## config.mk

```make
export PLATFORM = sky130hd
export DESIGN_NAME = matrix_keypad_debounce_scanner
export DESIGN_NICKNAME = d
export VERILOG_FILES = /design/src/mkd_pkg.sv /design/src/mkd_vcnt.sv /design/src/matrix_keypad_debounce_scanner.sv
export SDC_FILE = /design/constraint.sdc
export NUM_CORES = 1
export LEC_CHECK = 0
export ABC_CLOCK_PERIOD_IN_PS = 2900
export BUFFER_PORTS_ARGS = -buffer_cell sky130_fd_sc_hd__buf_2
export CORE_ASPECT_RATIO = 1.5
export CORE_MARGIN = 1
export CORE_UTILIZATION = 49
export DETAILED_ROUTE_END_ITERATION = 8
export GPL_TIMING_DRIVEN = 0
export HOLD_SLACK_MARGIN = 0.1
export PLACE_DENSITY_LB_ADDON = 0.12
export SLEW_MARGIN = 5
export SYNTH_ARGS = -nofsm -noshare
export SYNTH_HDL_FRONTEND = slang
export SYNTH_SLANG_ARGS = --single-unit
```

## constraint.sdc

```tcl
create_clock -name i_clk -period 2.9 [get_ports i_clk]
set_input_delay 0.435 -clock i_clk [delete_from_list [all_inputs] [get_ports i_clk]]
set_output_delay 0.435 -clock i_clk [all_outputs]
set_load 0.005 [all_outputs]
```

## src/mkd_pkg.sv

```systemverilog
package mkd_pkg;

    localparam int KEY_W    = 32;
    localparam int NIB_W    = 4;
    localparam int PHASE_W  = 3;
    localparam int ROW_W    = 2;
    localparam int CNT_N    = 5;
    localparam int CNT_IDX_W = 3;
    localparam int IN_DATA_W  = 40;
    localparam int OUT_DATA_W = 40;

    // counter entry 4 belongs to the selection switches
    localparam logic [CNT_IDX_W-1:0] SW_ENTRY = 3'd4;

    typedef logic [NIB_W-1:0] t_nib;

    typedef enum logic [1:0] {
        ACT_TICK         = 2'd0,
        ACT_READ         = 2'd1,
        ACT_TAKE_PRESS   = 2'd2,
        ACT_TAKE_RELEASE = 2'd3
    } t_action;

    // lowest bit of the key nibble that a counter entry covers
    function automatic logic [4:0] nib_base(input logic [CNT_IDX_W-1:0] idx);
        logic [4:0] base;
        case (idx)
            3'd0:    base = 5'd0;
            3'd1:    base = 5'd8;
            3'd2:    base = 5'd16;
            3'd3:    base = 5'd24;
            3'd4:    base = 5'd4;
            default: base = 5'd0;
        endcase
        return base;
    endfunction

endpackage

```

## src/mkd_vcnt.sv

```systemverilog
module mkd_vcnt (
    input  mkd_pkg::t_nib i_stable,
    input  mkd_pkg::t_nib i_sample,
    input  mkd_pkg::t_nib i_cnt_lo,
    input  mkd_pkg::t_nib i_cnt_hi,
    output mkd_pkg::t_nib o_cnt_lo,
    output mkd_pkg::t_nib o_cnt_hi,
    output mkd_pkg::t_nib o_flip
);
    import mkd_pkg::*;

    t_nib diff;

    // two-bit vertical counter per key: counts down while the sample differs,
    // reloads when it agrees; flip when both bits reach one again
    assign diff     = i_stable ^ i_sample;
    assign o_cnt_lo = ~(i_cnt_lo & diff);
    assign o_cnt_hi = o_cnt_lo ^ (i_cnt_hi & diff);
    assign o_flip   = diff & o_cnt_lo & o_cnt_hi;

endmodule

```

## src/matrix_keypad_debounce_scanner.sv

```systemverilog
// Debounced scanner for a 4x4 key matrix plus four selection switches. Each
// input item is a scan tick (tuser 0) or a query (1 read state, 2 take and
// clear presses, 3 take and clear releases) masked by the 32-bit mask. A tick
// steps an eight-phase scan: even phases drive row phase/2 low, odd phases
// sample that row's active-low columns, phase 0 also samples the switches.
// A key's stable state flips after four consecutive differing samples and
// sets its sticky press or release latch. Key bits: 3:0 row 0, 7:4 switches,
// 11:8 row 1, 19:16 row 2, 27:24 row 3. Every item yields one result item
// carrying the answer (zero for ticks) and the row driven when the item came
// in. One item per clock unless the output stalls: all state updates in the
// accept cycle; one output register holds a result while the next is taken.
module matrix_keypad_debounce_scanner (
    input  logic        i_clk,
    input  logic        i_rst_n,
    input  logic        s_axis_tvalid,
    output logic        s_axis_tready,
    // column_pins[3:0], switch_pins[7:4], mask[39:8]
    input  logic [mkd_pkg::IN_DATA_W-1:0]  s_axis_tdata,
    // action[1:0]
    input  logic [1:0]  s_axis_tuser,
    output logic        m_axis_tvalid,
    input  logic        m_axis_tready,
    // value[31:0], row_drive[33:32], zero[39:34]
    output logic [mkd_pkg::OUT_DATA_W-1:0] m_axis_tdata
);
    import mkd_pkg::*;

    logic [PHASE_W-1:0]   r_phase, n_phase;
    logic [KEY_W-1:0]     r_stable, n_stable;
    logic [KEY_W-1:0]     r_press, n_press;
    logic [KEY_W-1:0]     r_release, n_release;
    t_nib                 r_cnt_lo [CNT_N];
    t_nib                 r_cnt_hi [CNT_N];
    logic                 r_out_valid;
    logic [KEY_W-1:0]     r_out_value, n_out_value;
    logic [ROW_W-1:0]     r_out_row;

    logic                 accept;
    t_action              action;
    t_nib                 cols;
    t_nib                 sw;
    logic [KEY_W-1:0]     mask;
    logic [ROW_W-1:0]     row;
    logic [CNT_IDX_W-1:0] idx;
    logic [4:0]           base;
    logic                 do_sample;
    t_nib                 stab_nib;
    t_nib                 sample;
    t_nib                 cnt_lo_nx;
    t_nib                 cnt_hi_nx;
    t_nib                 flip;
    logic [KEY_W-1:0]     flip_w;

    assign s_axis_tready = !r_out_valid || m_axis_tready;
    assign accept        = s_axis_tvalid && s_axis_tready;

    assign action = t_action'(s_axis_tuser);
    assign cols   = s_axis_tdata[3:0];
    assign sw     = s_axis_tdata[7:4];
    assign mask   = s_axis_tdata[39:8];

    assign row       = r_phase[PHASE_W-1:1];
    assign idx       = r_phase[0] ? {1'b0, row} : SW_ENTRY;
    assign base      = nib_base(idx);
    assign do_sample = r_phase[0] || (r_phase == '0);
    assign stab_nib  = t_nib'(r_stable >> base);
    assign sample    = r_phase[0] ? ~cols : sw;

    mkd_vcnt u_vcnt (
        .i_stable (stab_nib),
        .i_sample (sample),
        .i_cnt_lo (r_cnt_lo[idx]),
        .i_cnt_hi (r_cnt_hi[idx]),
        .o_cnt_lo (cnt_lo_nx),
        .o_cnt_hi (cnt_hi_nx),
        .o_flip   (flip)
    );

    assign flip_w = KEY_W'(flip) << base;

    always_comb begin
        n_phase     = r_phase;
        n_stable    = r_stable;
        n_press     = r_press;
        n_release   = r_release;
        n_out_value = '0;
        case (action)
            ACT_TICK: begin
                if (do_sample) begin
                    n_stable  = r_stable ^ flip_w;
                    n_press   = r_press | (n_stable & flip_w);
                    n_release = r_release | (~n_stable & flip_w);
                end
                n_phase = r_phase + 1'b1;
            end
            ACT_READ: begin
                n_out_value = mask & r_stable;
            end
            ACT_TAKE_PRESS: begin
                n_out_value = mask & r_press;
                n_press     = r_press ^ n_out_value;
            end
            ACT_TAKE_RELEASE: begin
                n_out_value = mask & r_release;
                n_release   = r_release ^ n_out_value;
            end
            default: begin
                n_out_value = '0;
            end
        endcase
    end

    always_ff @(posedge i_clk) begin
        if (!i_rst_n) begin
            r_phase   <= '0;
            r_stable  <= '0;
            r_press   <= '0;
            r_release <= '0;
            for (int k = 0; k < CNT_N; k++) begin
                r_cnt_lo[k] <= '1;
                r_cnt_hi[k] <= '1;
            end
        end else if (accept) begin
            r_phase   <= n_phase;
            r_stable  <= n_stable;
            r_press   <= n_press;
            r_release <= n_release;
            if (action == ACT_TICK && do_sample) begin
                r_cnt_lo[idx] <= cnt_lo_nx;
                r_cnt_hi[idx] <= cnt_hi_nx;
            end
        end
    end

    // hold the result until taken; a new item may load it in the same cycle
    always_ff @(posedge i_clk) begin
        if (!i_rst_n) begin
            r_out_valid <= 1'b0;
        end else if (accept) begin
            r_out_valid <= 1'b1;
        end else if (m_axis_tready) begin
            r_out_valid <= 1'b0;
        end
    end

    always_ff @(posedge i_clk) begin
        if (accept) begin
            r_out_value <= n_out_value;
            r_out_row   <= row;
        end
    end

    assign m_axis_tvalid = r_out_valid;
    assign m_axis_tdata  = {{(OUT_DATA_W - KEY_W - ROW_W){1'b0}}, r_out_row, r_out_value};

endmodule
```

== Word level (Yosys, flattened, before mapping) ==
Memories as Yosys holds them, arrays and structs flattened.
Index checks and enable logic that the tools add are counted.

* Output and inout port bits: 42
* Latch bits: 0
* Word-level logic and storage cells: 76
* Memories: 2
* ROM bits: 0
* Register bits after elaboration: 134
* Bits of input ports: 46
* RAM bits: 40

* Reduce and logical (&&, ||, !) cells: 16
* $add $sub $neg: 1
* Bitwise gates (word level): 19
* Shifts and indexed selects: 2
* Equal/unequal tests: 8
* Div/mod/pow operators: 0
* $lt $le $gt $ge: 0
* $mul: 0
* Muxes and demuxes: 21

{| class="wikitable"
|+ Memories
! memory !! words !! bits a word !! read ports !! clocked after memory_dff !! write ports !! RTL line !! RTL
|-
| r_cnt_hi || 5 || 4 || 1 || 0 || 5 || matrix_keypad_debounce_scanner.sv:33 || <nowiki>t_nib r_cnt_hi [CNT_N];</nowiki>
|-
| r_cnt_lo || 5 || 4 || 1 || 0 || 5 || matrix_keypad_debounce_scanner.sv:32 || <nowiki>t_nib r_cnt_lo [CNT_N];</nowiki>
|}

{| class="wikitable"
|+ Operator list
! cell !! number
|-
| $and A32 B32 Y32 || 5
|-
| $pmux W32 S2 || 2
|-
| $pmux W32 S3 || 1
|-
| $xor A32 B32 Y32 || 3
|-
| $mux W32 || 2
|-
| $or A32 B32 Y32 || 2
|-
| $not A32 Y32 || 1
|-
| $shl A4 B5 Y32 || 1
|-
| $shr A32 B5 Y4 || 1
|-
| $pmux W5 S4 || 1
|-
| $and A4 B4 Y4 || 4
|-
| $mux W4 || 3
|-
| $mux W1 || 9
|-
| $mux W3 || 3
|-
| $reduce_and A3 Y1 || 3
|-
| $not A4 Y4 || 2
|-
| $reduce_or A4 Y1 || 2
|-
| $xor A4 B4 Y4 || 2
|-
| $eq A3 B2 Y1 const B || 2
|-
| $reduce_bool A2 Y1 || 3
|-
| $eq A2 B2 Y1 const B || 2
|-
| $add A3 B1 Y3 const B || 1
|-
| $eq A3 B1 Y1 const B || 1
|-
| $eq A3 B3 Y1 const B || 1
|-
| other kinds (8) || 10
|}

== Logic depth before layout (Yosys ltp) ==
* Depth after elaboration: 16
* Depth in mapped cells: 11
* Mapped depth without buffers: 9

== Cells and area by module ==
From an unflattened synthesis, not the netlist that was laid out.

* Cell total of the unflattened synthesis: 920
* Area total of the unflattened synthesis: 9760.6 sq um

{| class="wikitable"
|+ Modules (own cells, without submodules)
! module !! times used !! area an instance (sq um) !! cells an instance !! sequential area each (sq um)
|-
| matrix_keypad_debounce_scanner || 1 || 9610.5 || 900 || 4464.3
|-
| mkd_vcnt || 1 || 150.1 || 20 || 0.0
|}

== Least setup slack after synthesis ==
No wires, ideal clock.

* Path type: reg-to-reg
* From: register r_phase[0]
* To: register r_stable[8]
* Path slack: 602 ps
* Period minus slack after synthesis: 2298 ps
* Library setup time: 86 ps
* Data arrival time: 2213 ps
* Cell stages (with the launch flop): 11
* Required time: 2814 ps
* Path buffers: 2
* Cell sequence: dfxtp_1 -> ha_1 -> buf_6 -> buf_6 -> mux2_2 -> nand2_1 -> o221ai_1 -> nor2_1 -> and3_1 -> ha_1 -> a211oi_1

* Word-level cells in the longest chain between the ends: 11
* Elaborated cells between the ends (all ways): 22
* Classes of those cells: 4 x eq/ne; 2 x shift; 3 x mux; 8 x bitwise; 3 x reduce/logical; 2 x memory

{| class="wikitable"
|+ Ends and longest elaborated chain
! what !! RTL line !! RTL
|-
| start: declaration || matrix_keypad_debounce_scanner.sv:28 || <nowiki>logic [PHASE_W-1:0] r_phase, n_phase;</nowiki>
|-
| start signal: assignment || matrix_keypad_debounce_scanner.sv:124 || <nowiki>r_phase <= n_phase;</nowiki>
|-
| $mux W3 || matrix_keypad_debounce_scanner.sv:63 || <nowiki>assign idx = r_phase[0] ? {1'b0, row} : SW_ENTRY;</nowiki>
|-
| $eq A3 B3 Y1 (tied with other cells) || mkd_pkg.sv:27 || <nowiki>case (idx)</nowiki>
|-
| $pmux W5 S4 || mkd_pkg.sv:27 ||
|-
| $shr A32 B5 Y4 || matrix_keypad_debounce_scanner.sv:66 || <nowiki>assign stab_nib = t_nib'(r_stable >> base);</nowiki>
|-
| $xor A4 B4 Y4 || mkd_vcnt.sv:16 || <nowiki>assign diff = i_stable ^ i_sample;</nowiki>
|-
| $and A4 B4 Y4 || mkd_vcnt.sv:17 || <nowiki>assign o_cnt_lo = ~(i_cnt_lo & diff);</nowiki>
|-
| $not A4 Y4 || mkd_vcnt.sv:17 ||
|-
| $and A4 B4 Y4 or $xor A4 B4 Y4 (tied branches) || mkd_vcnt.sv:19, mkd_vcnt.sv:18 ||
|-
| $and A4 B4 Y4 || mkd_vcnt.sv:19 || <nowiki>assign o_flip = diff & o_cnt_lo & o_cnt_hi;</nowiki>
|-
| $shl A4 B5 Y32 || matrix_keypad_debounce_scanner.sv:79 || <nowiki>assign flip_w = KEY_W'(flip) << base;</nowiki>
|-
| $xor A32 B32 Y32 || matrix_keypad_debounce_scanner.sv:90 || <nowiki>n_stable = r_stable ^ flip_w;</nowiki>
|-
| end signal: assignment || matrix_keypad_debounce_scanner.sv:125 || <nowiki>r_stable <= n_stable;</nowiki>
|-
| end: declaration || matrix_keypad_debounce_scanner.sv:29 || <nowiki>logic [KEY_W-1:0] r_stable, n_stable;</nowiki>
|}

Parallel ways exist; a longest one is shown, timed or not.
A chain may end at the register's enable or synchronous reset.

== Worst setup path in the final report ==
* From: register r_phase[0]
* To: register r_stable[26]

Same word-level chain as after synthesis.

==> results.cfg <==
[outcome]
status = finished clean

[hold_path]
worstHoldStart = s_axis_tdata[25]
min_path_type = input port to flip-flop

[drt]
wl_per_cell_um = 20.16
wirelength_um = 26520
ant_nets = 0
initialDrtViolationCount = 675
via_count = 7507
vias_per_cell = 5.709
dr.pass1.iters = 5
remaining_drc_errors = 0

[timing]
setup_viol = 0
finalClockSkew_ps = 12.90
layout_worst_path_cycle_share_pct = 97.27
min_period_ps = 2821
tightest_slew_ps = 855.9
hold_viol = 0
max_slew_margin_pct = 42.73
finalWorstSetupSlack_ps = 79.30
fmax_mhz = 354.5
rsz0062_at_grt = false
finalMaxSlewViolations = 0

[setup_path]
crit_start = r_phase[0]
crit-reg2reg-launch = r_phase[0]
crit_type = flip-flop to flip-flop
cp-start-kind = flip-flop
crit_arrival_ps = 3180
path_max_fanout = 10
required_ps = 3260
worstSetupEndpointType = flip-flop

[placed_design]
post-place-cells = 1275
port_buffers = 79
place.gp.congestion = 0.9327
dp_slack_ps = -291.3
dp_hpwl_um = 18840

[pwr]
p_leak_nw = 4.026
ir_drop_uv = 374.2
pwr_density_cell_mw_per_mm2 = 514.0

[floorplanning]
rows = 61
die_h_um = 171.6
io_pins = 88
core_area_mm2 = 0.01870
die_w_um = 115.1
start_util_pct = 50.28
die-area_mm2 = 0.01976

[clock_tree]
cts_tree = yes
cts.reportedPaths.clkPinSlew_ps = 70
clkLatencyLatePin_ps = 450
cts.path.max_buffers = 2
root_buffer = clkbuf_16
cts_hold_buf = 0
htreeDepth = 4
cts_buffers = 17
cts.sinks = 182

[finish]
stdcell_count = 1315
diodes = 0
drive_gt1_share_pct = 20.88
nNetsFinal = 1163
synthToLayoutAreaGrowth_pct = 15.78
final_cell_mix = 100 x dfxtp_1, 94 x buf_2, 89 x nor2_1
layout_commonest_cell = dfxtp_1

[global_routing]
grt_pass1_wl_um = 40470
grt_pass1_vias = 7322
antenna_found_initial = 0
grt_max_degree = 35
grt-ovfl-total = 0
track_usage_pct = 27.96

[logic_synthesis]
seq_area_frac_synth_pct = 47.48
synth_mux_area_share_pct = 7.054
synth_async_sr_flop_share_pct = 0
ys_warn_count = 0
synthCells = 920
synth-compound-area-share_pct = 14.77
yosys.area_share.simple_pct = 14.32
synth_cell_types = 45
ys.flop_type = dfxtp_1
ys_ff_latch = 182
synthAdderAreaFrac_pct = 8.917
synthXorXnorAreaFrac_pct = 1.171
synth.cell_area_mm2 = 0.009402
syn_area_per_cell_um2 = 10.22
synth_edf_count = 82
synth_top_family_by_area = compound AO/OA/AOI/OAI gates

[flow_run]
maxCapViolCount = 0
==> registers in the layout, summed over array words and instances (netlist names) <==
register	flops
r_cnt_hi	24
r_out_value	32
r_phase	3
r_stable	32
r_press	32
r_out_row	2
r_cnt_lo	24
r_release	32
m_axis_tvalid	1
==> routing by layer <==
metal  vias to the layer above  track usage (%)  routed length, um
li1                       3552                -                  -
met1                      3587            31.80              10560
met2                       283            49.32              13580
met3                        85            4.545               1248
met4                         0            15.70               1130
met5                         -                0                  0
==> final timing paths <==
check             depth (start not counted)           end  slack, ps
setup / recovery                         10  r_stable[26]         80
hold reg to reg                           2    r_press[1]        480
hold / removal                            2   r_press[17]        200
setup reg to reg                         10  r_stable[26]         80
==> through the flow <==
step | utilization (%) | TNS [ps] | total power (W) | cell area, um^2 | hold WS [ps]
after floorplan | - | 0 | 0.003130 | 9480 | 402.9
after global placement | 54.50 | -15020 | 0.003339 | 10190 | 463.7
after detailed placement | 54.62 | -8808 | 0.003346 | 10210 | 474.6
after CTS | 57.77 | 0 | 0.005591 | 10800 | 181.9
after global routing | 58.21 | 0 | 0.005762 | 10890 | 194.3
final | 58.21 | 0 | 0.005595 | 10890 | 196.2
==> logic make-up (layout without fill, tap and decap cells) <==
kind of cell	count (synthesis)	count (layout)
AOI/OAI and AO/OA	200	200
xor gates and xnor gates	10	10
adders and majority gates	67	67
buffers and inverters	119	241
DFF	182	182
muxes	61	61
other	1	22
and+or+nand+nor	280	280
==> layout make-up <==
type	count	area [um^2]
buffer	69	399.1
fill	1645	7814
multi-input combinational	640	4473
clock inverter	12	110.1
sequential	182	4464
tap	252	315.3
inverter	50	187.7
clock buffer	20	457.9
timing repair buffer	90	478.0
==> timing repair <==
item / CTS / global route
endpoints found under the setup margin: 42 / 58
resized for setup: 4 / 5
pin swaps: 0 / 4
buffers inserted: 0 / 8
==> Yosys cell counts (all sizes together), types with 19 or more instances <==
cell,count,area share (%)
nor2,93,3.7
a22oi,65,5.2
buf,38,3.0
nand2,63,2.5
mux2,42,5.0
mux2i,19,2.0
nor2b,27,1.8
o21ai,22,1.2
inv,50,2.0
dfxtp,100,21
nand3,52,2.8
ha,67,8.9
clkbuf,31,1.2
and3,19,1.3
edfxtp,82,26
a211oi,53,4.2
a21oi,27,1.6
==> power breakdown <==
group          internal (W)  switching (W)  total, W
clock network       0.00118        0.00109   0.00227
logic              0.000191       0.000359  0.000550
registers           0.00273      0.0000449   0.00278
total               0.00410        0.00149   0.00560
==> worst max-delay path, stage by stage, from the launching register on <==
cell and delay, ps:
dfxtp_1 430, ha_1 230, buf_6 180, buf_6 200
mux2_2 350, nand2_1 60, o221ai_1 170, nor2_2 330
and3_1 330, ha_1 270, a211oi_1 180
No activity file was read; power rests on OpenSTA's default activity.
